`src/design/hte_pkg.sv`:
```
`default_nettype none
package hte_pkg;

    // operation codes carried in the input tuser
    localparam logic [1:0] OP_KEY    = 2'd0;
    localparam logic [1:0] OP_HOTP   = 2'd1;
    localparam logic [1:0] OP_TOTP   = 2'd2;
    localparam logic [1:0] OP_VERIFY = 2'd3;

    // configuration register indexes
    localparam logic [2:0] CFG_KEY_LENGTH = 3'd0;
    localparam logic [2:0] CFG_DIGITS     = 3'd1;
    localparam logic [2:0] CFG_STEP       = 3'd2;
    localparam logic [2:0] CFG_EPOCH      = 3'd3;
    localparam logic [2:0] CFG_DRIFT      = 3'd4;

    localparam int KEY_WORDS   = 16;
    localparam int STORE_BYTES = KEY_WORDS * 8;

    localparam logic [159:0] SHA1_IV =
        160'h67452301_EFCDAB89_98BADCFE_10325476_C3D2E1F0;

    localparam logic [7:0] IPAD = 8'h36;
    localparam logic [7:0] OPAD = 8'h5C;

    // handshake status of a multi-cycle unit
    typedef struct packed {
        logic busy;
        logic done;
    } t_unit_sts;

    function automatic logic [29:0] pow10(input logic [3:0] d);
        logic [29:0] r;
        case (d)
            4'd0:    r = 30'd1;
            4'd1:    r = 30'd10;
            4'd2:    r = 30'd100;
            4'd3:    r = 30'd1000;
            4'd4:    r = 30'd10000;
            4'd5:    r = 30'd100000;
            4'd6:    r = 30'd1000000;
            4'd7:    r = 30'd10000000;
            4'd8:    r = 30'd100000000;
            default: r = 30'd1000000000;
        endcase
        return r;
    endfunction

endpackage
`default_nettype wire

```
`src/design/hte_sha1.sv`:
```
`default_nettype none
module hte_sha1 (
    input  wire logic          i_clk,
    input  wire logic          i_rst_n,
    input  wire logic          i_start,
    input  wire logic [511:0]  i_block,
    input  wire logic [159:0]  i_h,
    output logic      [159:0]  o_h,
    output hte_pkg::t_unit_sts o_sts
);
    import hte_pkg::*;

    logic [31:0] r_a, r_b, r_c, r_d, r_e;
    logic [31:0] r_w [16];
    logic [6:0]  r_t;
    logic        r_busy, r_done;
    logic [159:0] r_h;
    logic [31:0] f, k, tmp, wnew;

    always_comb begin
        if (r_t < 7'd20) begin
            f = (r_b & r_c) | (~r_b & r_d);
            k = 32'h5A827999;
        end else if (r_t < 7'd40) begin
            f = r_b ^ r_c ^ r_d;
            k = 32'h6ED9EBA1;
        end else if (r_t < 7'd60) begin
            f = (r_b & r_c) | (r_b & r_d) | (r_c & r_d);
            k = 32'h8F1BBCDC;
        end else begin
            f = r_b ^ r_c ^ r_d;
            k = 32'hCA62C1D6;
        end
        tmp  = {r_a[26:0], r_a[31:27]} + f + r_e + k + r_w[0];
        wnew = r_w[13] ^ r_w[8] ^ r_w[2] ^ r_w[0];
        wnew = {wnew[30:0], wnew[31]};
    end

    always_ff @(posedge i_clk) begin
        if (!i_rst_n) begin
            r_busy <= 1'b0;
            r_done <= 1'b0;
            r_t    <= '0;
        end else begin
            r_done <= r_busy && (r_t == 7'd79);
            if (i_start && !r_busy) begin
                r_busy <= 1'b1;
                r_t    <= '0;
            end else if (r_busy) begin
                r_t <= r_t + 7'd1;
                if (r_t == 7'd79) begin
                    r_busy <= 1'b0;
                end
            end
        end
    end

    always_ff @(posedge i_clk) begin
        if (i_start && !r_busy) begin
            {r_a, r_b, r_c, r_d, r_e} <= i_h;
            for (int i = 0; i < 16; i++) begin
                r_w[i] <= i_block[511 - 32*i -: 32];
            end
        end else if (r_busy) begin
            r_a <= tmp;
            r_b <= r_a;
            r_c <= {r_b[1:0], r_b[31:2]};
            r_d <= r_c;
            r_e <= r_d;
            for (int i = 0; i < 15; i++) begin
                r_w[i] <= r_w[i+1];
            end
            r_w[15] <= wnew;
            if (r_t == 7'd79) begin
                r_h <= {i_h[159:128] + tmp,
                        i_h[127:96]  + r_a,
                        i_h[95:64]   + {r_b[1:0], r_b[31:2]},
                        i_h[63:32]   + r_c,
                        i_h[31:0]    + r_d};
            end
        end
    end

    assign o_h        = r_h;
    assign o_sts.busy = r_busy;
    assign o_sts.done = r_done;
endmodule
`default_nettype wire

```
`config.mk`:
```
export PLATFORM = sky130hd
export DESIGN_NAME = hte_sha1
export DESIGN_NICKNAME = d
export VERILOG_FILES = /design/src/design/hte_pkg.sv /design/src/design/hte_sha1.sv
export SDC_FILE = /design/constraint.sdc
export NUM_CORES = 2
export LEC_CHECK = 0
export BUFFER_PORTS_ARGS = -buffer_cell sky130_fd_sc_hd__buf_2
export CAP_MARGIN = 20
export CORE_AREA = 3 3 326 328
export DETAILED_ROUTE_END_ITERATION = 10
export DIE_AREA = 0 0 329 331
export PLACE_DENSITY = 0.66
export SYNTH_ARGS = -nofsm -noshare
export SYNTH_HDL_FRONTEND = slang
export SYNTH_SLANG_ARGS = --single-unit
```
`constraint.sdc`:
```
create_clock -name i_clk -period 52.1 [get_ports i_clk]
set_clock_uncertainty 0.15 [all_clocks]
set_input_delay 7.815 -clock i_clk [delete_from_list [all_inputs] [get_ports i_clk]]
set_output_delay 7.815 -clock i_clk [all_outputs]
set_load 0.05 [all_outputs]
```
**After elaboration in Yosys (flattened, before gate mapping)**

Memory sizes are Yosys's and may differ from the RTL's.
Cells that the tools add are included.

- Bits in latches: 0
- Register bits after elaboration: 329
- Bits in writable memories: 512
- Word-level logic and storage cells: 101
- ROM bits: 0
- Input bits: 675
- Memories kept: 1

- $add $sub $neg: 10
- Multipliers: 0
- Muxes and demuxes: 40
- Shift operators: 0
- Reduce and logical (&&, ||, !) cells: 6
- Bitwise gates (word level): 31
- Eq/ne operators: 1
- $lt $le $gt $ge: 3
- Divide/modulo/power cells: 0

Memories:

| name | words | bits a word | rd ports | clocked after memory_dff | write ports | line | text |
|---|---|---|---|---|---|---|---|
| r_w | 16 | 32 | 16 | 0 | 16 | hte_sha1.sv:14 | `logic [31:0] r_w [16];` |

Operators by type and width:

| kind | count |
|---|---|
| $mux W32 | 31 |
| $add A32 B32 Y32 | 9 |
| $xor A32 B32 Y32 | 5 |
| $and A32 B32 Y32 | 4 |
| $or A32 B32 Y32 | 3 |
| $not A32 Y32 | 1 |
| $mux W31 | 1 |
| $or A1 B1 Y1 | 16 |
| $lt A7 B6 Y1 const B | 2 |
| $mux W1 | 8 |
| $add A7 B1 Y7 const B | 1 |
| $eq A7 B7 Y1 const B | 1 |
| $lt A7 B5 Y1 const B | 1 |
| $reduce_and A3 Y1 | 1 |
| $logic_and A1 B1 Y1 | 2 |
| $not A1 Y1 | 2 |
| $reduce_bool A2 Y1 | 1 |
| $reduce_or A2 Y1 | 1 |
| $logic_not A1 Y1 | 1 |

**Longest topological paths before layout**

- Word-level depth: 12
- Depth in mapped cells: 36
- Gate-level depth less buffers: 34

**Least setup slack after synthesis**

No wires, ideal clock.

- Kind: register to register
- Start: register r_busy
- End: register r_done
- Clock period less this slack: 18571 ps
- Library setup time: 152 ps
- Arrival time: 18269 ps
- Slack: 33529 ps
- Data required time: 51798 ps
- Buffers on the path: 1
- Stages on the path, launching flop included: 5
- Cells stage by stage: dfxtp_1 > clkbuf_1 > nand4_1 > nor4b_1 > and2_1

- Word-level cells in the longest chain between the ends: 1

RTL lines:

| what | line | text |
|---|---|---|
| start, declared | hte_sha1.sv:16 | `logic r_busy, r_done;` |
| start signal, assigned | hte_sha1.sv:41 | `r_busy <= 1'b0;` |
| start signal, assigned | hte_sha1.sv:47 | `r_busy <= 1'b1;` |
| start signal, assigned | hte_sha1.sv:52 | `r_busy <= 1'b0;` |
| $logic_and A1 B1 Y1 | hte_sha1.sv:45 | `r_done <= r_busy && (r_t == 7'd79);` |
| end signal, assigned | hte_sha1.sv:45 |  |
| end, declared | hte_sha1.sv:16 |  |

Every way passes these cells.
A chain may end at the register's enable or synchronous reset.

==> summary.txt <==
STA
  • Setup Total Neg Slack: 0 ns
  • F_max: between 70 and 80 MHz
  • Final setup viols: 0
  • Worst Tran Pin Value: 1.08 ns
  • Final critical-path required period: between 10 and 15 ns
  • Tcrit/Tclk final: 0.252
  • Rel. slew slack: 0.281
  • RSZ-0062 raised after global routing: false
  • Hold Violations, Final: 0
  • Slew Limit Fails: 0

Setup path
  • CP Max Fanout: a little over 80
  • Critical path class: input pin to flop
  • RR Endpoint: o_h[158]$_DFFE_PP_
  • Worst path required time: roughly 52 ns
  • Element type at the critical path start: input pin
  • Reg-to-reg slack, setup: between 40 and 50 ns
  • FF-to-FF Start: r_t[5]$_SDFFE_PP0P_
  • WP data arrival: between 10 and 15 ns
  • Worst r2r path cells: 34
  • Critical Path Sink Type: flop

Floorplan
  • Die Wd: 329 um
  • Die Span Y: between 300 and 400 um
  • Die Area: 0.109 sq mm
  • Row count: roughly 120
  • Core area: between 0.1 and 0.15 sq mm
  • Num ports: between 800 and 900
  • Initial Utilization: 0.453

Global routing
  • Initial antenna violation count: 100
  • First-pass GRT wire length: ~210000 um
  • Vias in the first global route: around 34k
  • Global route overflow: 0
  • Pin count of the biggest net entering global routing: 160
  • Tot GR Track Use: 0.263

Drt
  • Avg WL per Cell: 23.0 um
  • Drt via density: around 5.3
  • Drt first pass iters: 6
  • DRC viols: 0
  • Top routing layer in use: met5
  • Met3 WL post-DR: between 10000 and 15000 um
  • Number of DRC markers in iteration 0: between 3k and 4k
  • Met2 routed WL: between 70000 and 80000 um
  • M1 WL: between 50000 and 60000 um
  • Via Count: 33.8k
  • Final Routed Wirelength: roughly 150000 um
  • Post-route ant nets: 0

Power and ir drop
  • Peak VDD IR: roughly 0.084 mV
  • Leak: 24.0 nW
  • Power Density: about 82 mW/mm^2

CTS
  • Number of gates resized after cts: 0
  • CTS tree: done
  • Clk pin slew, worst setup/hold paths: about 0.06 ns
  • Max Root-Sink Buffers: 3
  • # Post-CTS Setup Buffers: 0
  • Clk_lat worst skew: roughly 0.71 ns
  • Clock root buffer: clkbuf_16
  • # hold bufs at CTS: 0
  • Sink Count: between 800 and 900
  • H-tree depth: 3
  • CTS Buf Count: 93

Synthesis
  • Sequential area share after synthesis: 0.537
  • Number of synthesized flops with an enable pin: 832
  • Async S/R FF share, synth: 0
  • Post-Syn Area per Cell: around 12 sq um
  • FF+latch count, synth: around 840
  • Mapped Cells: 3999
  • Yosys warns: 0
  • Synth cell types: 77
  • Syn_nets: 4996
  • Mapped Area: between 0.04 and 0.05 sq mm
  • Main synth FF type: edfxtp_1

Worst hold path
  • Worst hold start: r_w[1][226]$_DFFE_PP_
  • Hold depth: 2
  • Hold Crit Class: flop to flop
  • Worst Hold Path EP: r_w[1][194]$_DFFE_PP_

Final layout
  • Layout cell share with drive strength beyond 1: 0.280
  • Post-route cell area: 0.0558 sq mm
  • # nets final: approximately 6k
  • Area grow syn2layout: 19.1%
  • Finished Layout Cells: ~6.3k
  • Most common cell after layout, fill and taps aside: nand2_1
  • Most frequent cells in the layout: nand2_1 (966), buf_2 (836), edfxtp_1 (832)
  • Filler Cell Count: 9089

Placement
  • DP Area: about 0.053 sq mm
  • PortBufs: roughly 840
  • Placer Congestion: slightly above 0.9
  • Post-Place Cells: between 6k and 7k
  • Hpwl dp: approximately 110000 um

Status
  • Status: completed

Flow run
  • MaxCap Viol Count: 0
synthesized netlist by cell type, types with 13 or more instances:
library cell / n / area (sq um)
inv_1: 232 / 871
nor3_1: 17 / 85.1
o21a_1: 26 / 195
a21oi_1: 154 / 771
xnor2_1: 222 / 1940
edfxtp_1: 832 / 25000
a211oi_1: 25 / 188
ha_1: 197 / 2460
mux2_2: 338 / 3810
fa_1: 125 / 2500
clkbuf_1: 123 / 462
o21bai_1: 23 / 173
and3_1: 13 / 81.3
nand2_1: 966 / 3630
xor2_1: 53 / 464
mux2i_1: 21 / 210
nand3_1: 30 / 150
nor2b_1: 23 / 144
a21o_1: 91 / 683
o21ai_0: 156 / 781
nor2_1: 121 / 454
nand2b_1: 31 / 194
metrics by stage:
| step | worst slack, ns | total power, mW | util | hold slack (ns) |
|---|---|---|---|---|
| after floorplan | 33.53 | 3.20 | - | 0.338 |
| after global placement | 38.26 | 3.86 | 0.508 | 0.344 |
| after detailed placement | 38.20 | 3.87 | 0.508 | 0.350 |
| after CTS | 38.98 | 4.58 | 0.538 | 0.356 |
| after global routing | 38.57 | 4.96 | 0.539 | 0.380 |
| final | 38.95 | 4.58 | 0.539 | 0.356 |
logic make-up after synthesis:
family | count (synthesis) | share of synthesized area
and+or+nand+nor | 1250 | 0.108
DFF | 841 | 0.537
muxes | 359 | 0.0857
adders and majority gates | 322 | 0.106
buffers and inverters | 361 | 0.0291
AOI/OAI and AO/OA | 591 | 0.0824
xor gates and xnor gates | 275 | 0.0514
where the power goes:
part           internal (mW)  leakage, nW  switching, mW
clock                  0.386         1.50          0.291
combinational           1.19         14.2           1.63
sequential              1.01         8.33         0.0703
total                   2.59         24.0           1.99
flip-flops by register name, indices dropped and copies added, names as in the netlist:
signal / flops
r_e: 32
r_a: 32
o_h: 160
r_done: 1
r_t: 7
r_b: 32
r_c: 32
r_d: 32
r_busy: 1
r_w: 512
how the worst max path moves through the flow:
stage,slack [ns],from,to,cells after the start
detailed placement,38.20,i_start,r_w[1][186]$_DFFE_PP_,7
global placement,38.26,i_start,r_w[0][57]$_DFFE_PP_,7
CTS,38.98,i_start,r_w[1][215]$_DFFE_PP_,7
finish,38.95,i_start,r_w[0][122]$_DFFE_PP_,7
global route,38.57,i_start,r_w[1][26]$_DFFE_PP_,7
floorplan,33.53,r_busy$_SDFF_PN0_,r_done$_SDFF_PN0_,4
critical path, stage by stage:
cell and delay (ns):
buf_2 0.13, or2_4 0.79, buf_4 0.81, buf_4 0.82
buf_4 0.88, buf_4 0.87, buf_4 0.94
cell type report:
type | count | area (sq um) | area share
inverter | 232 | 871 | 0.0156
sequential | 841 | 25200 | 0.451
tap | 1380 | 1730 | 0.0309
antenna | 59 | 148 | 0.00265
clock buffer | 108 | 2380 | 0.0427
clock inverter | 63 | 721 | 0.0129
timing repair buffer | 869 | 4440 | 0.0796
multi-input combinational | 2797 | 20400 | 0.365
metal layers:
| metal | GRT usage | vias to the layer above |
|---|---|---|
| li1 | - | 15900 |
| met1 | 0.337 | 16300 |
| met2 | 0.439 | 1294 |
| met3 | 0.0624 | 279 |
| met4 | 0.0889 | 48 |
| met5 | 0 | - |
Power figures use the tool's default switching activity.
