`config.mk`:
```
export PLATFORM = sky130hd
export DESIGN_NAME = hte_keymem
export DESIGN_NICKNAME = d
export VERILOG_FILES = /design/src/design/hte_keymem.sv
export SDC_FILE = /design/constraint.sdc
export NUM_CORES = 1
export LEC_CHECK = 0
export BUFFER_PORTS_ARGS = -buffer_cell sky130_fd_sc_hd__buf_2
export CORE_AREA = 2 2 300 228
export CTS_CLUSTER_SIZE = 20
export DETAILED_ROUTE_END_ITERATION = 16
export DIE_AREA = 0 0 302 230
export PLACE_DENSITY_LB_ADDON = 0.3
export SLEW_MARGIN = 20
export SYNTH_ARGS = -nofsm -noshare
export SYNTH_HDL_FRONTEND = slang
export SYNTH_SLANG_ARGS = --single-unit
export TNS_END_PERCENT = 5
```
`constraint.sdc`:
```
create_clock -name i_clk -period 15.21 [get_ports i_clk]
set_clock_uncertainty 0.2 [all_clocks]
set_input_delay 0.7605 -clock i_clk [delete_from_list [all_inputs] [get_ports i_clk]]
set_output_delay 0.7605 -clock i_clk [all_outputs]
set_load 0.03 [all_outputs]
```
`src/design/hte_keymem.sv`:
```
`default_nettype none
module hte_keymem (
    input  wire logic        i_clk,
    input  wire logic        i_we,
    input  wire logic [3:0]  i_waddr,
    input  wire logic [63:0] i_wdata,
    input  wire logic [3:0]  i_raddr,
    output logic      [63:0] o_rdata
);
    logic [63:0] r_mem [16];

    always_ff @(posedge i_clk) begin
        if (i_we) begin
            r_mem[i_waddr] <= i_wdata;
        end
        o_rdata <= r_mem[i_raddr];
    end
endmodule
`default_nettype wire

```
Yosys cells after proc, flatten, opt, wreduce, memory -nomap -nowiden:

Memory sizes are Yosys's and may differ from the RTL's. A register that Yosys moved wholly into a read port is not among the register bits.
Cells that the tools add are included.
Widths: inputs -> output; s select.

* memories: 1
* RAM bits: 1024
* input port bits: 74
* logic and storage cells: 3
* output and inout port bits: 64
* flip-flop bits (word level): 0

Memory list
* r_mem: depth 16, width 64, read ports 1, clocked after Yosys merged registers in 1, write ports 1, line 10 `logic [63:0] r_mem [16];`

* multiplexer cells: 2

Operators by type and width (count)
* $mux 1: 2

Longest topological paths before layout:

Gate-level depths: netlist (run 1).

* word-level depth: 2
* depth in mapped cells: 6
* mapped depth without buffers: 3

Least setup slack after synthesis (run 1):

Ideal clock, no wire load.

* path kind: in2reg
* start point: in i_waddr[2]
* end point: mem r_mem[0][0], enable pin
* stages: 2
* buffers on the path: 0
* data required time: 14.445 ns
* setup slack: 8.821 ns
* setup time: 0.565 ns
* data arrival time: 5.624 ns
* cell sequence: or3b_2 -> nor3_1

RTL lines
* start: declaration: line 5 `input wire logic [3:0] i_waddr,`
* end: declaration: line 10

No word-level cell before the write port.

==> qor.yml, run 1 <==
outcome:
  status: "completed"
place:
  globalplace.congestion: 0.715
  dp_worst_setup_slack_ns: 10.71
  io_buffer_count: 137
  dp_hpwl_um: 39200
floorplanning:
  core.rowCount: 82
  ios: 138
  floorplan.initialDensity_pct: 59.6
  die_height_um: 230
  die_area_sq_um: 69500
  chipWidth_um: 302
  core_area_sq_um: 66400
setup_path:
  reg2regPathDepth: 3
  regToRegEndpoint: "o_rdata[52]"
  worst_setup_path_start_kind: "input port"
  timing.critical_path.fanout_max: 77
  timing.critical_path.from: "i_raddr[0]"
  critical_path_class: "in2reg"
  cp_data_arrival_time_ns: 4.01
  rr_startpoint: "r_mem[3][52]"
  endpoint: "o_rdata[19]"
  timing.critical_path.to_type: "flop"
  timing.critical_path.required_ns: 15.53
  worst-r2r-setup-slack_ns: 13.62
clocking:
  insertion_delay_ns: 0.65
  ctsLongestPathBuffers: 3
  post-cts-setup-buffer-count: 0
  htree_levels: 3
  clkTransAtPathRegs_ns: 0.07
  clock_tree.root_cell: "sky130_fd_sc_hd__clkbuf_16"
  holdBufCountCts: 0
  tritoncts_clock_tree: "done"
  cts_made_buffers: 95
  post_cts_resize_count: 0
  cts.sink_count: 1088
final_layout:
  multi_input_area_sq_um: 7230
  commonest_cells_after_routing_fill_and_taps_aside: "sky130_fd_sc_hd__edfxtp_1, sky130_fd_sc_hd__mux4_2, sky130_fd_sc_hd__buf_2, sky130_fd_sc_hd__a22oi_1, sky130_fd_sc_hd__clkbuf_16"
  drive_gt1_share_pct: 31.1
  final_core_utilization_pct: 67.1
  mostFrequentLayoutCell: "sky130_fd_sc_hd__edfxtp_1"
  number_of_fill_cells_in_the_layout: 4044
  area_growth_pct: 12.5
  seq_area_sq_um: 32000
  final_nets: 1909
yosys:
  yosys_warnings: 0
  synth_adder_area_share_pct: 0
  post_synth_and_or_nand_nor_area_fraction_pct: 0.942
  synth_compound_area_share_pct: 2.43
  postSynthCellCount: 1647
  synthDistinctLibCells: 18
  post_synth_instance_area_sq_um: 39600
  synth_top_family_by_area: "multiplexers"
  mappedNetlistNets: 1721
  postSynthAreaPerCell_sq_um: 24.0
  synth-xor-area-share_pct: 0
  synthMuxAreaShare_pct: 14.6
  synth.yosys.seq_area_share_pct: 80.9
  yosys_register_bits: 1088
global_route:
  via_count_of_the_first_global_routing_pass: 18700
  grt_remaining_overflow: 0
  globalRouteTotalUtil_pct: 24.7
  grt_max_degree: 87
  antenna_violations_before_repair: 9
  grt_pass1_wl_um: 123000
detailed_routing:
  first_iter_violations: 2148
  detailedRoute.firstPassIterationCount: 7
  remaining_drc_errors: 0
  drtAntennaViolNets: 0
  via_per_inst: 6.40
  postRouteWirelength_um: 83700
  route.detailed.wl_per_inst_um: 29.8
  via_count: 18000
power_and_ir_drop:
  total_leakage_power_nw: 14.3
  powerDensity_nw_per_um2: 137
  ir_worst_vdd_v: 0.0000959
sta:
  fmax_mhz: 271
  finalCritPeriodShare_pct: 24.3
  setup_viol_count_final: 0
  min_period_ns: 3.69
  tns_ns: 0
  rsz0062_at_grt: "no"
  max_slew_margin_pct: 23.3
  timing.final.hold_violations: 0
  timing_max_transition_violations_final: 0
  worst_slack_ns: 11.52
  worst_pin_slew_ns: 1.15
worst_hold_path:
  min_path_type: "in2reg"
run:
  max-cap-violations: 0
registers in the layout, indices dropped and copies added (netlist names):
signal and count:
o_rdata 64, r_mem 1024
layer usage:
layer	up-vias	part of all wire, %	wire [um]	GRT usage [%]
met5	-	0.053	44	0
met4	6	2.2	1870	7.26
met3	141	6.9	5810	3.92
met2	796	51	43000	41.3
met1	9597	39	33000	34.3
li1	7427	-	-	-
area by class of cell:
cell class	instances	area share, %
repair buffers	175	2.23
diodes	7	0.0393
well taps	882	2.48
clock inverters	56	1.24
flip-flops and latches	1088	72.0
multi-input cells	475	16.3
clock buffers	123	5.81
metrics by stage:
| stage | instances | hold slack, ns | total power [mW] | area, sq um |
|---|---|---|---|---|
| 3_3_place_gp | 2620 | 0.443 | 3.75 | 41400 |
| 5_1_grt | 2803 | 0.273 | 6.27 | 44500 |
| 3_5_place_dp | 2620 | 0.455 | 3.76 | 41400 |
| 6_report | 2806 | 0.283 | 6.10 | 44500 |
| 2_1_floorplan | 1647 | 0.435 | 3.63 | 39600 |
| 4_1_cts | 2799 | 0.251 | 6.14 | 44500 |
synth_stat cells:
master                     instances  area, sq um
sky130_fd_sc_hd__or3b_2            1         8.76
sky130_fd_sc_hd__buf_4             6         45.0
sky130_fd_sc_hd__nand3_1           1         5.00
sky130_fd_sc_hd__clkbuf_1         36          135
sky130_fd_sc_hd__mux4_2          256         5770
sky130_fd_sc_hd__dfxtp_1          64         1280
sky130_fd_sc_hd__nor2b_1           2         12.5
sky130_fd_sc_hd__buf_6            13          146
sky130_fd_sc_hd__edfxtp_1       1024        30700
sky130_fd_sc_hd__buf_2            13         65.1
sky130_fd_sc_hd__and2_1            1         6.26
sky130_fd_sc_hd__nand3b_1          2         15.0
sky130_fd_sc_hd__nand2b_1          2         12.5
sky130_fd_sc_hd__nor2_1           13         48.8
sky130_fd_sc_hd__buf_1            16         60.1
sky130_fd_sc_hd__nor3_1            4         20.0
sky130_fd_sc_hd__nand2_1          65          244
sky130_fd_sc_hd__a22oi_1         128          961
how the worst min path moves through the flow:
stage,start,cells past startpoint,end
floorplan,r_mem[14][0],3,o_rdata[0]
global placement,r_mem[12][17],3,o_rdata[17]
detailed placement,r_mem[12][55],3,o_rdata[55]
CTS,i_wdata[59],1,r_mem[3][59]
global route,i_wdata[25],1,r_mem[7][25]
finish,i_wdata[23],1,r_mem[12][23]
critical path: stages:
cell and delay [ns]:
sky130_fd_sc_hd__buf_8 0.64, sky130_fd_sc_hd__buf_4 0.86, sky130_fd_sc_hd__buf_4 0.75, sky130_fd_sc_hd__mux4_2 0.60
sky130_fd_sc_hd__a22oi_1 0.23, sky130_fd_sc_hd__nand2_1 0.09
cells by family (layout without fill, tap and decap cells):
logic type	count (synthesis)	after routing
AND/OR/NAND/NOR	91	91
flip-flops	1088	1088
other	0	7
AO/OA/AOI/OAI	128	128
multiplexers	256	256
buffers and inverters	84	354
power breakdown:
part | internal, mW | switching (mW) | total [mW]
sequential | 3.35 | 0.0241 | 3.37
clock | 1.37 | 1.03 | 2.41
combinational | 0.115 | 0.200 | 0.315
total | 4.84 | 1.26 | 6.10
(Power assumes the default switching activity.)
==> inputs of run 2 (changes only) <==
- CORE_AREA: 2 2 300 228 -> 2 2 313 238
- DIE_AREA: 0 0 302 230 -> 0 0 315 240
- clock period: 15.21 -> 3.07 ns (I/O delays scaled with it)
==> qor.yml, run 2 (synthesized netlist as in run 1, its figures left out) <==
final_layout:
  area_growth_pct: 16.2
  max_flop_register: "r_mem"
  stdcell_area_sq_um: 46000
  number_of_fill_cells_in_the_layout: 4776
  drive_gt1_share_pct: 30.9
  biggestRegsByFlops: "r_mem: 1024 flops, o_rdata: 64 flops"
  largest_register_ffs: 1024
  mostFrequentLayoutCell: "sky130_fd_sc_hd__edfxtp_1"
  commonest_cells_after_routing_fill_and_taps_aside: "sky130_fd_sc_hd__edfxtp_1, sky130_fd_sc_hd__mux4_2, sky130_fd_sc_hd__buf_2, sky130_fd_sc_hd__a22oi_1, sky130_fd_sc_hd__clkbuf_16"
  final_nets: 2006
detailed_routing:
  first_iter_violations: 2042
  route.detailed.wl_per_inst_um: 28.3
  via_per_inst: 6.19
  postRouteWirelength_um: 84600
  remaining_drc_errors: 0
  detailedRoute.firstPassIterationCount: 7
  drtAntennaViolNets: 0
  via_count: 18500
setup_path:
  timing.critical_path.fanout_max: 5
  worst_setup_path_start_kind: "input port"
  critical_path_class: "in2reg"
  timing.critical_path.to_type: "flop"
  reg2regPathDepth: 5
  cp_data_arrival_time_ns: 3.14
  timing.critical_path.required_ns: 3.46
sta:
  timing_max_transition_violations_final: 0
  min_period_ns: 2.75
  finalCritPeriodShare_pct: 89.6
  fin_hold_ws_ns: 0.0213
  setup_viol_count_final: 0
  worst_pin_slew_ns: 0.929
  rsz0062_at_grt: "no"
  timing.final.hold_violations: 0
  worst_slack_ns: 0.320
  fmax_mhz: 364
  max_slew_margin_pct: 38.1
clocking:
  tritoncts_clock_tree: "done"
  clkTransAtPathRegs_ns: 0.06
  cts_made_buffers: 100
  cts.sink_count: 1088
  post-cts-setup-buffer-count: 0
  htree_levels: 3
  ctsLongestPathBuffers: 3
  clock_tree.root_cell: "sky130_fd_sc_hd__clkbuf_16"
  insertion_delay_ns: 0.66
floorplanning:
  chipWidth_um: 315
  core_area_sq_um: 72600
  die_area_sq_um: 75600
  ios: 138
  floorplan.initialDensity_pct: 54.5
  die_height_um: 240
  core.rowCount: 86
outcome:
  status: "completed"
power_and_ir_drop:
  power_switching_share_pct: 20.8
  p_int_mw: 24.5
  powerDensity_nw_per_um2: 672
  fin_total_pwr_mw: 30.9
  relative_contribution_of_combinational_cells_to_total_power_pct: 5.6
  power.sequential.fraction_pct: 54.2
  power_switching_mw: 6.43
  ir_worst_vdd_v: 0.000469
  power.clock.fraction_pct: 40.3
  total_leakage_power_nw: 14.9
place:
  io_buffer_count: 137
  placed_area_sq_um: 42000
  globalplace.congestion: 0.735
  dp_worst_setup_slack_ns: 0.802
  dp_hpwl_um: 43300
worst_hold_path:
  worstHoldPathCells: 4
  min_path_type: "in2reg"
run:
  max-cap-violations: 0
global_route:
  grt_remaining_overflow: 0
  grt_pass1_wl_um: 125000
  antenna_violations_before_repair: 7
  globalRouteTotalUtil_pct: 22.8
  via_count_of_the_first_global_routing_pass: 19000
  grt_max_degree: 65
run 2: final cells by class:
type / count / area [sq um] / area share, %
Antenna cell: 1 / 2.50 / 0.00544
Clock buffer: 136 / 2770 / 6.02
Clock inverter: 54 / 552 / 1.20
Multi-Input combinational cell: 475 / 7260 / 15.8
Sequential cell: 1088 / 32000 / 69.6
Tap cell: 968 / 1210 / 2.63
Timing Repair Buffer: 267 / 2170 / 4.72
run 2: per-stage QoR:
stage               util (%)  setup TNS, ns  instances
floorplan                  -        -706.27       1647
global placement        57.8              0       2728
detailed placement      57.8              0       2728
CTS                     63.3              0       2989
global route            63.3              0       2988
finish                  63.3              0       2989
run 2: path summary, 6_finish.rpt:
kind | from | endpoint | slack (ns)
setup / recovery | i_raddr[2] | o_rdata[14] | 0.32
hold / removal | i_raddr[3] | o_rdata[0] | 0.02
setup reg to reg | r_mem[8][14] | o_rdata[14] | 0.57
hold reg to reg | r_mem[7][49] | o_rdata[49] | 0.47
run 2: per-layer routing:
| layer | global-route usage (%) | wire, um | vias up |
|---|---|---|---|
| li1 | - | - | 7637 |
| met4 | 4.40 | 1290 | 12 |
| met5 | 0 | 69 | - |
| met1 | 34.2 | 36100 | 9958 |
| met3 | 5.69 | 7240 | 116 |
| met2 | 34.9 | 39900 | 764 |
run 2: what timing repair did:
item,in CTS,in global routing
hold buffers,71,0
setup endpoints to repair,0,1
hold endpoints to repair,1035,0
resized for setup,0,0
run 2: power by group through the flow:
stage	Clock [mW]	Combinational (mW)	Sequential, mW
finish	12.4	1.72	16.7
CTS	12.6	1.74	16.7
global route	13.2	1.84	16.8
floorplan	0	0.791	17.2
global placement	0	1.62	17.0
detailed placement	0	1.65	17.1
run 2: critical path, stage by stage:
cell and delay [ns]:
sky130_fd_sc_hd__dlygate4sd3_1 0.52, sky130_fd_sc_hd__buf_2 0.17, sky130_fd_sc_hd__nor2b_4 0.27, sky130_fd_sc_hd__dlygate4sd3_1 0.70, sky130_fd_sc_hd__a22oi_1 0.12, sky130_fd_sc_hd__dlygate4sd3_1 0.61
sky130_fd_sc_hd__nand2_1 0.06, sky130_fd_sc_hd__dlygate4sd3_1 0.53
