**config.mk**
```make
export PLATFORM = sky130hd
export DESIGN_NAME = hte_div
export DESIGN_NICKNAME = d
export VERILOG_FILES = /design/src/design/hte_pkg.sv /design/src/design/hte_div.sv
export SDC_FILE = /design/constraint.sdc
export NUM_CORES = 1
export LEC_CHECK = 0
export ABC_AREA = 0
export BUFFER_PORTS_ARGS = -buffer_cell sky130_fd_sc_hd__buf_4
export CAP_MARGIN = 15
export CORE_ASPECT_RATIO = 1.75
export CORE_MARGIN = 4
export CORE_UTILIZATION = 57
export DETAILED_ROUTE_END_ITERATION = 8
export PLACE_DENSITY_LB_ADDON = 0.25
export SETUP_SLACK_MARGIN = 0.1
export SYNTH_ARGS = -nofsm -noshare
export SYNTH_HDL_FRONTEND = slang
export SYNTH_SLANG_ARGS = --single-unit
export TNS_END_PERCENT = 100
```
**constraint.sdc**
```tcl
create_clock -name i_clk -period 5.3 [get_ports i_clk]
set_input_delay 1.325 -clock i_clk [delete_from_list [all_inputs] [get_ports i_clk]]
set_output_delay 1.325 -clock i_clk [all_outputs]
set_load 0.005 [all_outputs]
```
**src/design/hte_pkg.sv**
```systemverilog
`default_nettype none
package hte_pkg;

    // operation codes carried in the input tuser
    localparam logic [1:0] OP_KEY    = 2'd0;
    localparam logic [1:0] OP_HOTP   = 2'd1;
    localparam logic [1:0] OP_TOTP   = 2'd2;
    localparam logic [1:0] OP_VERIFY = 2'd3;

    // configuration register indexes
    localparam logic [2:0] CFG_KEY_LENGTH = 3'd0;
    localparam logic [2:0] CFG_DIGITS     = 3'd1;
    localparam logic [2:0] CFG_STEP       = 3'd2;
    localparam logic [2:0] CFG_EPOCH      = 3'd3;
    localparam logic [2:0] CFG_DRIFT      = 3'd4;

    localparam int KEY_WORDS   = 16;
    localparam int STORE_BYTES = KEY_WORDS * 8;

    localparam logic [159:0] SHA1_IV =
        160'h67452301_EFCDAB89_98BADCFE_10325476_C3D2E1F0;

    localparam logic [7:0] IPAD = 8'h36;
    localparam logic [7:0] OPAD = 8'h5C;

    // handshake status of a multi-cycle unit
    typedef struct packed {
        logic busy;
        logic done;
    } t_unit_sts;

    function automatic logic [29:0] pow10(input logic [3:0] d);
        logic [29:0] r;
        case (d)
            4'd0:    r = 30'd1;
            4'd1:    r = 30'd10;
            4'd2:    r = 30'd100;
            4'd3:    r = 30'd1000;
            4'd4:    r = 30'd10000;
            4'd5:    r = 30'd100000;
            4'd6:    r = 30'd1000000;
            4'd7:    r = 30'd10000000;
            4'd8:    r = 30'd100000000;
            default: r = 30'd1000000000;
        endcase
        return r;
    endfunction

endpackage
`default_nettype wire

```
**src/design/hte_div.sv**
```systemverilog
`default_nettype none
module hte_div (
    input  wire logic          i_clk,
    input  wire logic          i_rst_n,
    input  wire logic          i_start,
    input  wire logic [63:0]   i_dividend,
    input  wire logic [31:0]   i_divisor,
    output logic      [63:0]   o_quot,
    output logic      [31:0]   o_rem,
    output hte_pkg::t_unit_sts o_sts
);
    import hte_pkg::*;

    logic [63:0] r_q;
    logic [31:0] r_r, r_d;
    logic [5:0]  r_cnt;
    logic        r_busy, r_done;
    logic [32:0] sh, diff;

    // restoring division, one quotient bit a cycle
    assign sh   = {r_r, r_q[63]};
    assign diff = sh - {1'b0, r_d};

    always_ff @(posedge i_clk) begin
        if (!i_rst_n) begin
            r_busy <= 1'b0;
            r_done <= 1'b0;
            r_cnt  <= '0;
        end else begin
            r_done <= r_busy && (r_cnt == 6'd63);
            if (i_start && !r_busy) begin
                r_busy <= 1'b1;
                r_cnt  <= '0;
            end else if (r_busy) begin
                r_cnt <= r_cnt + 6'd1;
                if (r_cnt == 6'd63) begin
                    r_busy <= 1'b0;
                end
            end
        end
    end

    always_ff @(posedge i_clk) begin
        if (i_start && !r_busy) begin
            r_q <= i_dividend;
            r_r <= '0;
            r_d <= i_divisor;
        end else if (r_busy) begin
            if (!diff[32]) begin
                r_r <= diff[31:0];
                r_q <= {r_q[62:0], 1'b1};
            end else begin
                r_r <= sh[31:0];
                r_q <= {r_q[62:0], 1'b0};
            end
        end
    end

    assign o_quot     = r_q;
    assign o_rem      = r_r;
    assign o_sts.busy = r_busy;
    assign o_sts.done = r_done;
endmodule
`default_nettype wire

```
# --- Word level (Yosys, flattened, before mapping) ---
# Cells that the tools add are included.
totals:
  reg_bits: 136
  inputBits: 99
  output_inout_bits: 98
  elab_cells: 22
classes:
  add_sub_neg: 2
  eq_ne: 1
  n_mux: 7
  bitwise_logic: 1
  n_reduce_logical: 5
ops:
  columns: ["operator", "n"]
  rows:
  - ["two-way mux 64 bit", 2]
  - ["subtractor 33 x 32 -> 33 bit", 1]
  - ["two-way mux 32 bit", 1]
  - ["adder 6 x 1 -> 6 bit (second input constant)", 1]
  - ["== test 6 bit (second input constant)", 1]
  - ["two-way mux 1 bit", 4]
  - ["logical AND 1 bit", 2]
  - ["nonzero test 2 bit", 1]
  - ["OR reduction 2 bit", 1]
  - ["logical NOT 1 bit", 1]
  - ["inverter 1 bit", 1]

# --- Logic depth before layout (Yosys ltp) ---
# Gate-level depths: netlist of run 1.
depth:
  depth_word: 4
  mapped_depth: 13
  depth_no_buf: 12

# --- Worst setup path before layout of run 1 ---
# Ideal clock, no wire load.
synth_timing:
  kind: "input -> register"
  start: "input port i_start"
  end: "register r_q[56], in the netlist o_quot[56] (data pin)"
  setup_ns: 0.261
  arrival_ns: 3.427
  required_ns: 5.039
  path_slack_ns: 1.612
  stages: 5
  n_path_buf: 2
  path_cell_list: "inv_1 > nor2_1 > buf_1 > clkbuf_1 > mux2_2"
synth_between:
  elab_chain_len: 2
synth_rtl:
  columns: ["item", "line", "rtl"]
  rows:
  - ["start, declared", "hte_div.sv:5", "input wire logic i_start,"]
  - ["logical AND 1 bit", "hte_div.sv:44", "if (i_start && !r_busy) begin"]
  - ["two-way mux 64 bit", "hte_div.sv:44", null]
  - ["end signal, assigned", "hte_div.sv:45", "r_q <= i_dividend;"]
  - ["end signal, assigned", "hte_div.sv:51", "r_q <= {r_q[62:0], 1'b1};"]
  - ["end signal, assigned", "hte_div.sv:54", "r_q <= {r_q[62:0], 1'b0};"]
  - ["end, declared", "hte_div.sv:14", "logic [63:0] r_q;"]
# Every way passes these cells.
# A chain may end at the register's enable or synchronous reset.

# --- Worst setup path in the final report of run 1 ---
layout_timing:
  start: "register r_q[63], in the netlist o_quot[63]"
  end: "register r_r[1], in the netlist o_rem[1]"
layout_between:
  elab_chain_len: 2
layout_rtl:
  columns: ["item", "line", "rtl"]
  rows:
  - ["subtractor 33 x 32 -> 33 bit", "hte_div.sv:22", "assign diff = sh - {1'b0, r_d};"]
  - ["two-way mux 32 bit", "hte_div.sv:49", "if (!diff[32]) begin"]
  - ["end signal, assigned", "hte_div.sv:50", "r_r <= diff[31:0];"]
  - ["end signal, assigned", "hte_div.sv:53", "r_r <= sh[31:0];"]
  - ["end, declared", "hte_div.sv:15", "logic [31:0] r_r, r_d;"]
# Every way passes these cells.

==> out/summary.txt, run 1 <==
status: completed
Pre-antenna DRT Iters: 5
CP max stage cell: a211oi_4
RSZ-0062 raised after global routing: no
vias in the first global route: 6198
drt initial violations: 403
number of synthesized flops with an enable pin: 96
syn nets: 759
Critical Path Fanout Max: 22
area of the multi-input gates: 3190 µm²
Mapped Area: 7160 µm²
Worst EP arrival: 4.03 ns
Peak supply drop: 0.000272 V
ANT cells: 0
H-tree depth: 4
Synth async-reset ratio: 0%
Worst-Margin Slew: 0.845 ns
fmax: 272 MHz
FF-to-FF setup slack: 1.62 ns
Clock transition at path regs: 0.06 ns
Pwr per Cell Area: 496 nW/µm²
Filler cells: 800
Final HPWL DP: 13.9 mm
CTS resizes: 0
share of layout cells above drive strength 1: 36.8%
worst skew pair latency: 0.41 ns
WS Path Type: reg -> reg
die height: 156 µm
Netlist cell types: 59
max-slew violations: 0
register area share after synthesis: 51.5%
crit path cell chain: inv_1 > ha_1 > fa_1 > nor2b_1 > o311a_1 > a211o_1 > a31o_2 > a211oi_4 > o31a_4 > xnor2_2 > buf_4 > mux2i_1 > a22o_1
Ys Warns: 0
fin crit share: 69.5%
Min Clock Period, post-route: 3.68 ns
Vias per Instance: 5.82
Nets: 950
CP max stage delay: 0.42 ns
DRC: 0
Util after Layout: 77.3%
total wire length: 19.1 mm
Worst Hold Class: reg -> reg
Initial Util: 59.0%
Storage cell area: 3680 µm²
CTS Sinks: 136
Ports: 197
Die ar.: 14500 µm²
Final Hold Violating Endpoints: 0
pin count of the biggest net entering global routing: 71
post-synthesis register bit count: 136
wire per inst: 19.3 µm
ys flop type: edfxtp_1
# rows: 53
placer congestion estimate: 0.985
hold slack: 0.506 ns
Worst path top cell family by delay: compound AO/OA/AOI/OAI gates
clk_skew: 0.0106 ns
GRT Total Usage: 27.0%
CTS Hold Bufs: 0
WP buf/inv: 2
grt total ovfl: 0
max cap viols: 0
initial antenna violation count: 0
post-route ant nets: 0
LEAKAGE: 0.00411 µW
crit path launch type: flip-flop
CORE AREA: 12100 µm²
DR vias: 5784
relative slew slack: 43.5%
cells after synthesis: 626
die width: 92.7 µm
Syn-to-layout area delta: 31.1%
final worst slack: 1.62 ns
mean post-synth cell area: 11.4 µm²
Clock Tree Root: clkbuf_16
Setup TNS: 0 ns
pre-CTS setup slack: 1.71 ns
WP data required: 5.64 ns
final setup vio count: 0
Area after DPL: 8760 µm²
Port Buffer Count: 196
Max clock buf depth: 2
Final Instance Area: 9380 µm²
clock buffer count from CTS: 17
first-pass GRT wire length: 30.6 mm
# Post-CTS Setup Buffers: 0
CTS tree: built
CP Capture Type: flip-flop
-- cell families after synthesis --
| kind of cell | Yosys count | share of synthesized area, % |
|---|---|---|
| simple gates | 127 | 7.99 |
| flops | 136 | 51.5 |
| buf+inv | 71 | 4.06 |
| xor+xnor | 31 | 4.16 |
| compound gates | 140 | 13.0 |
| mux | 87 | 13.3 |
| fa+ha+maj | 34 | 6.05 |
-- flip-flops by register name, summed over array words and instances (netlist names) --
| name | count |
|---|---|
| r_cnt | 6 |
| r_d | 32 |
| r_done | 1 |
| o_rem | 32 |
| o_quot | 64 |
| r_busy | 1 |
-- through the flow --
stage | instances | total power, µW
finish | 994 | 4660
global route | 994 | 4920
CTS | 994 | 4650
detailed placement | 963 | 3370
global placement | 963 | 3310
floorplan | 626 | 2740
-- tightest hold or removal path, stage by stage (launching register included) --
cell,delay (ns)
dfxtp_1,0.33
nand2_1,0.06
o21ai_0,0.06
-- worst paths after layout --
check,startpoint,end,depth (start not counted)
worst max-delay path,o_quot[63],o_rem[1],13
worst min-delay path,o_rem[3],o_rem[3],2
worst max register to register,o_quot[63],o_rem[1],13
worst min register to register,o_rem[3],o_rem[3],2
-- synth_stat cells, types with 4 or more instances --
cell      count  area share (%)
clkbuf_1     19             1.0
xor2_1       14             1.7
mux2_2       63             9.9
edfxtp_1     96              40
a31oi_1       4            0.35
nand3_1       9            0.63
a21o_1       11             1.2
a32oi_1       7            0.86
dfxtp_1      40              11
ha_1         33             5.8
o21ai_0      36             2.5
a21oi_1      35             2.4
xnor2_1      15             1.8
a22o_1        4            0.49
buf_4         4            0.42
and2_1        6            0.52
inv_1        41             2.2
buf_1         4            0.21
nand2_1      55             2.9
nor2_1       31             1.6
o21a_1        4            0.42
mux2i_1      24             3.4
o31ai_1       8            0.84
nand4_1       5            0.44
-- where the power goes --
group / switching [µW] / internal [µW] / total (µW) / leakage (µW)
sequential: 191 / 1350 / 1550 / 0.00128
combinational: 968 / 878 / 1850 / 0.00253
clock: 475 / 790 / 1270 / 0.000302
total: 1630 / 3020 / 4660 / 0.00411
-- cells in the final DEF (no fill, tap or decap), types with 3 or more instances in the layout --
cell         n
nand2_1     55
a21boi_0     3
inv_1       40
o31ai_1      8
a211o_1      3
inv_6        5
dfxtp_1     40
mux2_2      63
buf_4      200
nor3_1       3
a211oi_1     3
a221o_1      3
bufinv_16    4
nand4_1      5
a32oi_1      7
nor2b_1      3
clkbuf_16   17
xor2_1      14
a21o_1      11
a31oi_1      4
a22o_1       4
and2_1       6
o21ai_0     36
xnor2_1     15
a21oi_1     35
o211ai_1     3
o21a_1       4
or3_1        3
mux2i_1     24
edfxtp_1    96
ha_1        33
nand3_1      9
nor2_1      29
o2111ai_1    3
-- metal layers --
| metal | up-vias | global-route usage [%] | routed length (µm) |
|---|---|---|---|
| li1 | 2684 | - | - |
| met1 | 2746 | 27.4 | 6530 |
| met2 | 285 | 49.7 | 10500 |
| met3 | 69 | 8.42 | 1380 |
| met4 | 0 | 12.6 | 764 |
| met5 | - | 0 | 0 |
-- final cells by class --
| type | count | share of cell area (%) |
|---|---|---|
| Clock buffer | 17 | 4.53 |
| Clock inverter | 14 | 2.07 |
| Inverter | 42 | 1.68 |
| Multi-Input combinational cell | 419 | 34.0 |
| Sequential cell | 136 | 39.3 |
| Tap cell | 165 | 2.20 |
| Timing Repair Buffer | 201 | 16.2 |
Power figures use the tool's default switching activity.
==> run 2: changes to the inputs <==
Settings changed: CORE_UTILIZATION 57 to 53.
Clock period 5.3 ns to 3.5 ns, I/O delays scaled along.
==> out/summary.txt, run 2 (synthesized netlist as in run 1, its figures left out) <==
status: completed
Seq pwr share: 32.0%
CORE AREA: 13100 µm²
Storage cell area: 3680 µm²
Gate power share: 43.6%
most frequent cells in the layout: buf_4, edfxtp_1, mux2_2
RSZ-0062 raised after global routing: no
WP buf/inv: 3
Port Buffer Count: 196
WP data required: 3.79 ns
final setup vio count: 0
total wire length: 19.5 mm
CP max stage cell: edfxtp_1
Final Instance Area: 9610 µm²
Max clock buf depth: 2
die width: 95.8 µm
Worst-Margin Slew: 0.548 ns
Util after Layout: 73.5%
vias in the first global route: 6073
ANT cells: 0
switching share of power: 35.2%
Nets: 970
Clock Tree Root: clkbuf_16
max cap viols: 0
Most Frequent Cell on Critical Path: buf_12
Die ar.: 15500 µm²
clk_skew: 0.00992 ns
Worst Hold Class: reg -> reg
CP max stage delay: 0.41 ns
Vias per Instance: 5.61
relative slew slack: 63.4%
Pwr per Cell Area: 760 nW/µm²
drt initial violations: 292
clock share of power: 24.4%
LEAKAGE: 0.00421 µW
Reg2Reg Depth: 14
Final HPWL DP: 14.3 mm
Psw: 2570 µW
crit path launch type: flip-flop
most common cell after layout, fill and taps aside: buf_4
CTS Sinks: 136
Clock transition at path regs: 0.06 ns
Filler cells: 924
first-pass GRT wire length: 30.1 mm
WS Path Type: reg -> reg
crit path cell chain: inv_2 > ha_4 > fa_2 > nor2b_2 > o311a_1 > a211o_1 > a31o_4 > a211oi_4 > o31a_4 > xnor2_4 > buf_12 > buf_12 > mux2i_1 > a221o_1
# rows: 55
WHS Path Cells: 2
Ports: 197
area of the multi-input gates: 3230 µm²
clock buffer count from CTS: 17
total power: 7310 µW
Setup TNS: 0 ns
Critical Path Fanout Max: 6
CP Capture Type: flip-flop
initial antenna violation count: 0
Worst path top cell family by delay: compound AO/OA/AOI/OAI gates
pin count of the biggest net entering global routing: 61
Area after DPL: 8850 µm²
die height: 162 µm
Peak supply drop: 0.000501 V
Pre-antenna DRT Iters: 5
max-slew violations: 0
Worst EP arrival: 3.62 ns
placer congestion estimate: 0.959
grt total ovfl: 0
Levels on crit path: 14
Final Hold Violating Endpoints: 0
GRT Total Usage: 25.0%
Int Power: 4740 µW
CTS tree: built
DR vias: 5723
max reg flops: 64
fmax: 300 MHz
DRC: 0
post-route ant nets: 0
worst skew pair latency: 0.41 ns
Initial Util: 54.7%
Min Clock Period, post-route: 3.33 ns
share of layout cells above drive strength 1: 38.8%
fin crit share: 95.1%
wire per inst: 19.1 µm
H-tree depth: 4
Syn-to-layout area delta: 34.3%
-- run 2: cell count changes in the layout (fill, tap and decap cells not counted), moves of 2 or more --
cell / delta
inv_6: -3
buf_12: +3
clkinv_2: +2
bufinv_16: -2
clkbuf_16: +2
clkinv_4: +3
buf_4: +14
-- run 2: worst register-to-register path, delay by kind of cell (launching register included) --
kind / cells / cell delay, ns
AO/OA/AOI/OAI: 6 / 1.79
XOR/XNOR: 1 / 0.10
adder cells (fa/ha/maj): 2 / 0.38
buffers and inverters: 3 / 0.40
flip-flops: 1 / 0.41
multiplexers: 1 / 0.11
AND/OR/NAND/NOR: 1 / 0.06
-- run 2: layout make-up --
class | count | share of cell area [%]
inverters | 42 | 1.64
multi-input cells | 419 | 33.6
clock inverters | 14 | 1.57
well taps | 171 | 2.23
flip-flops and latches | 136 | 38.3
repair buffers | 221 | 18.2
clock buffers | 18 | 4.46
-- run 2: final timing paths --
kind	from	endpoint	slack (ns)
worst max register to register	o_quot[63]	o_rem[29]	0.17
worst min-delay path	r_cnt[5]	r_cnt[5]	0.50
worst min register to register	r_cnt[5]	r_cnt[5]	0.50
worst max-delay path	o_quot[63]	o_rem[29]	0.17
-- run 2: routing by layer --
layer	track usage [%]	share of wire, %	vias to the layer above
met5	0	0	-
met4	10.9	4.0	0
met3	7.37	7.8	45
met2	45.1	54	249
met1	26.0	34	2712
li1	-	-	2717
-- run 2: through the flow --
| stage | setup slack (ns) | std cells | hold WS (ns) |
|---|---|---|---|
| final | 0.171 | 1021 | 0.498 |
| after global routing | 0.0411 | 1021 | 0.537 |
| after CTS | 0.199 | 1008 | 0.499 |
| after detailed placement | 0.222 | 976 | 0.490 |
| after global placement | 0.332 | 976 | 0.468 |
| after floorplan | 0.262 | 626 | 0.458 |
-- run 2: repair_timing --
item | 4_1_cts | 5_1_grt
resized for setup | 0 | 8
hold buffers | 0 | 0
buffers inserted | 0 | 10
endpoints found under the setup margin | 0 | 11
-- run 2: power groups by stage --
stage,combinational [µW],sequential [µW],clock (µW)
6_report,3190,2340,1780
5_1_grt,3460,2380,1870
4_1_cts,2850,2340,1790
3_5_place_dp,2840,2360,0
3_3_place_gp,2760,2360,0
2_1_floorplan,1860,2300,0
==> run 3: changes to the inputs <==
Settings changed: CORE_UTILIZATION 53 to 50.
==> out/summary.txt, run 3 (synthesized netlist as in run 1, its figures left out) <==
status: completed
wire per inst: 19.2 µm
Peak supply drop: 0.000409 V
crit path cell chain: inv_1 > ha_1 > fa_2 > nor2b_1 > o311a_1 > a211o_1 > a31o_2 > a211oi_4 > buf_4 > buf_4 > o21ai_0 > a41o_1 > a221o_1
clock share of power: 25.8%
CP max stage delay: 0.38 ns
post-route ant nets: 0
DRC: 0
fin crit share: 93.7%
Final Hold Violating Endpoints: 0
total power: 7300 µW
vias in the first global route: 6053
most common cell after layout, fill and taps aside: buf_4
Pwr per Cell Area: 762 nW/µm²
H-tree depth: 4
WP data required: 3.80 ns
drt initial violations: 308
GRT Total Usage: 23.6%
Nets: 966
CP max stage cell: edfxtp_1
relative slew slack: 57.3%
CP Capture Type: flip-flop
Reg2Reg Depth: 13
WS Path Type: reg -> reg
CORE AREA: 14000 µm²
Worst path top cell family by delay: compound AO/OA/AOI/OAI gates
Pre-antenna DRT Iters: 5
Worst EP arrival: 3.58 ns
Ports: 197
CTS Hold Bufs: 0
Port Buffer Count: 196
Min Clock Period, post-route: 3.28 ns
Levels on crit path: 13
first-pass GRT wire length: 30.8 mm
die height: 166 µm
Final Instance Area: 9570 µm²
max cap viols: 0
Int Power: 4730 µW
Setup TNS: 0 ns
WP buf/inv: 3
initial antenna violation count: 0
Clock Tree Root: clkbuf_16
pin count of the biggest net entering global routing: 78
Syn-to-layout area delta: 33.7%
total wire length: 19.6 mm
Psw: 2560 µW
fmax: 305 MHz
switching share of power: 35.1%
ANT cells: 0
Util after Layout: 68.5%
Gate power share: 41.9%
Worst Hold Class: reg -> reg
share of layout cells above drive strength 1: 38.3%
RSZ-0062 raised after global routing: no
WHS Path Cells: 2
clk_skew: 0.0106 ns
crit path launch type: flip-flop
die width: 98.4 µm
worst skew pair latency: 0.42 ns
clock buffer count from CTS: 17
Max clock buf depth: 2
Die ar.: 16400 µm²
Clock transition at path regs: 0.06 ns
Worst-Margin Slew: 0.640 ns
Filler cells: 1098
grt total ovfl: 0
max reg flops: 64
Area after DPL: 8840 µm²
Critical Path Fanout Max: 5
LEAKAGE: 0.00420 µW
max-slew violations: 0
final setup vio count: 0
Vias per Instance: 5.56
Most Frequent Cell on Critical Path: buf_4
Final HPWL DP: 14.8 mm
DR vias: 5683
CTS Sinks: 136
most frequent cells in the layout: buf_4, edfxtp_1, mux2_2
CTS tree: built
placer congestion estimate: 0.956
# rows: 57
Initial Util: 51.2%
Seq pwr share: 32.3%
==> run 3: cell count changes in the layout (fill, tap and decap cells not counted), sizes merged <==
| cell | before | now |
|---|---|---|
| buf | 219 | 216 |
| bufinv | 2 | 3 |
| clkbuf | 20 | 18 |
| clkinv | 9 | 6 |
| clkinvlp | 1 | 0 |
| inv | 44 | 48 |
==> run 3: cell type report <==
cell class / count / area (µm²) / share of cell area (%)
clock buffer: 17 / 425 / 4.45
sequential: 136 / 3680 / 38.5
tap: 177 / 221 / 2.31
multi-input combinational: 419 / 3210 / 33.5
timing repair buffer: 217 / 1690 / 17.6
clock inverter: 15 / 189 / 1.97
inverter: 42 / 158 / 1.65
==> run 3: worst paths after layout <==
kind         startpoint   endpoint  slack, ns
min reg2reg    o_rem[3]   o_rem[3]       0.51
max reg2reg  o_quot[63]  o_rem[26]       0.22
max          o_quot[63]  o_rem[26]       0.22
min            o_rem[3]   o_rem[3]       0.51
==> run 3: tightest hold or removal path, stage by stage (launching register included) <==
cell and delay (ns):
dfxtp_1 0.34, nand2_1 0.06, o21ai_0 0.06
==> run 3: metal layers <==
metal / wire (µm) / GRT usage [%] / up-vias
met3: 1500 / 7.73 / 56
li1: - / - / 2710
met2: 10700 / 43.5 / 249
met1: 6700 / 23.2 / 2668
met4: 745 / 11.0 / 0
met5: 0 / 0 / -
==> run 3: metrics by stage <==
| step | hold slack (ns) | worst slack, ns | cells |
|---|---|---|---|
| 2_1_floorplan | 0.458 | 0.262 | 626 |
| 3_3_place_gp | 0.467 | 0.342 | 982 |
| 3_5_place_dp | 0.503 | 0.286 | 982 |
| 4_1_cts | 0.513 | 0.234 | 1014 |
| 5_1_grt | 0.547 | 0.0861 | 1023 |
| 6_report | 0.510 | 0.221 | 1023 |
==> run 3: what timing repair did <==
item                                    in CTS  in global routing
hold endpoints to repair                     0                  0
resized for setup                            0                  8
setup buffers                                0                  7
endpoints found under the setup margin       0                 29
==> run 3: power groups by stage <==
stage / Sequential [µW] / Combinational, µW / Clock [µW]
4_1_cts: 2350 / 2820 / 1910
6_report: 2350 / 3060 / 1880
3_3_place_gp: 2370 / 2740 / 0
2_1_floorplan: 2300 / 1860 / 0
3_5_place_dp: 2380 / 2810 / 0
5_1_grt: 2390 / 3330 / 2000
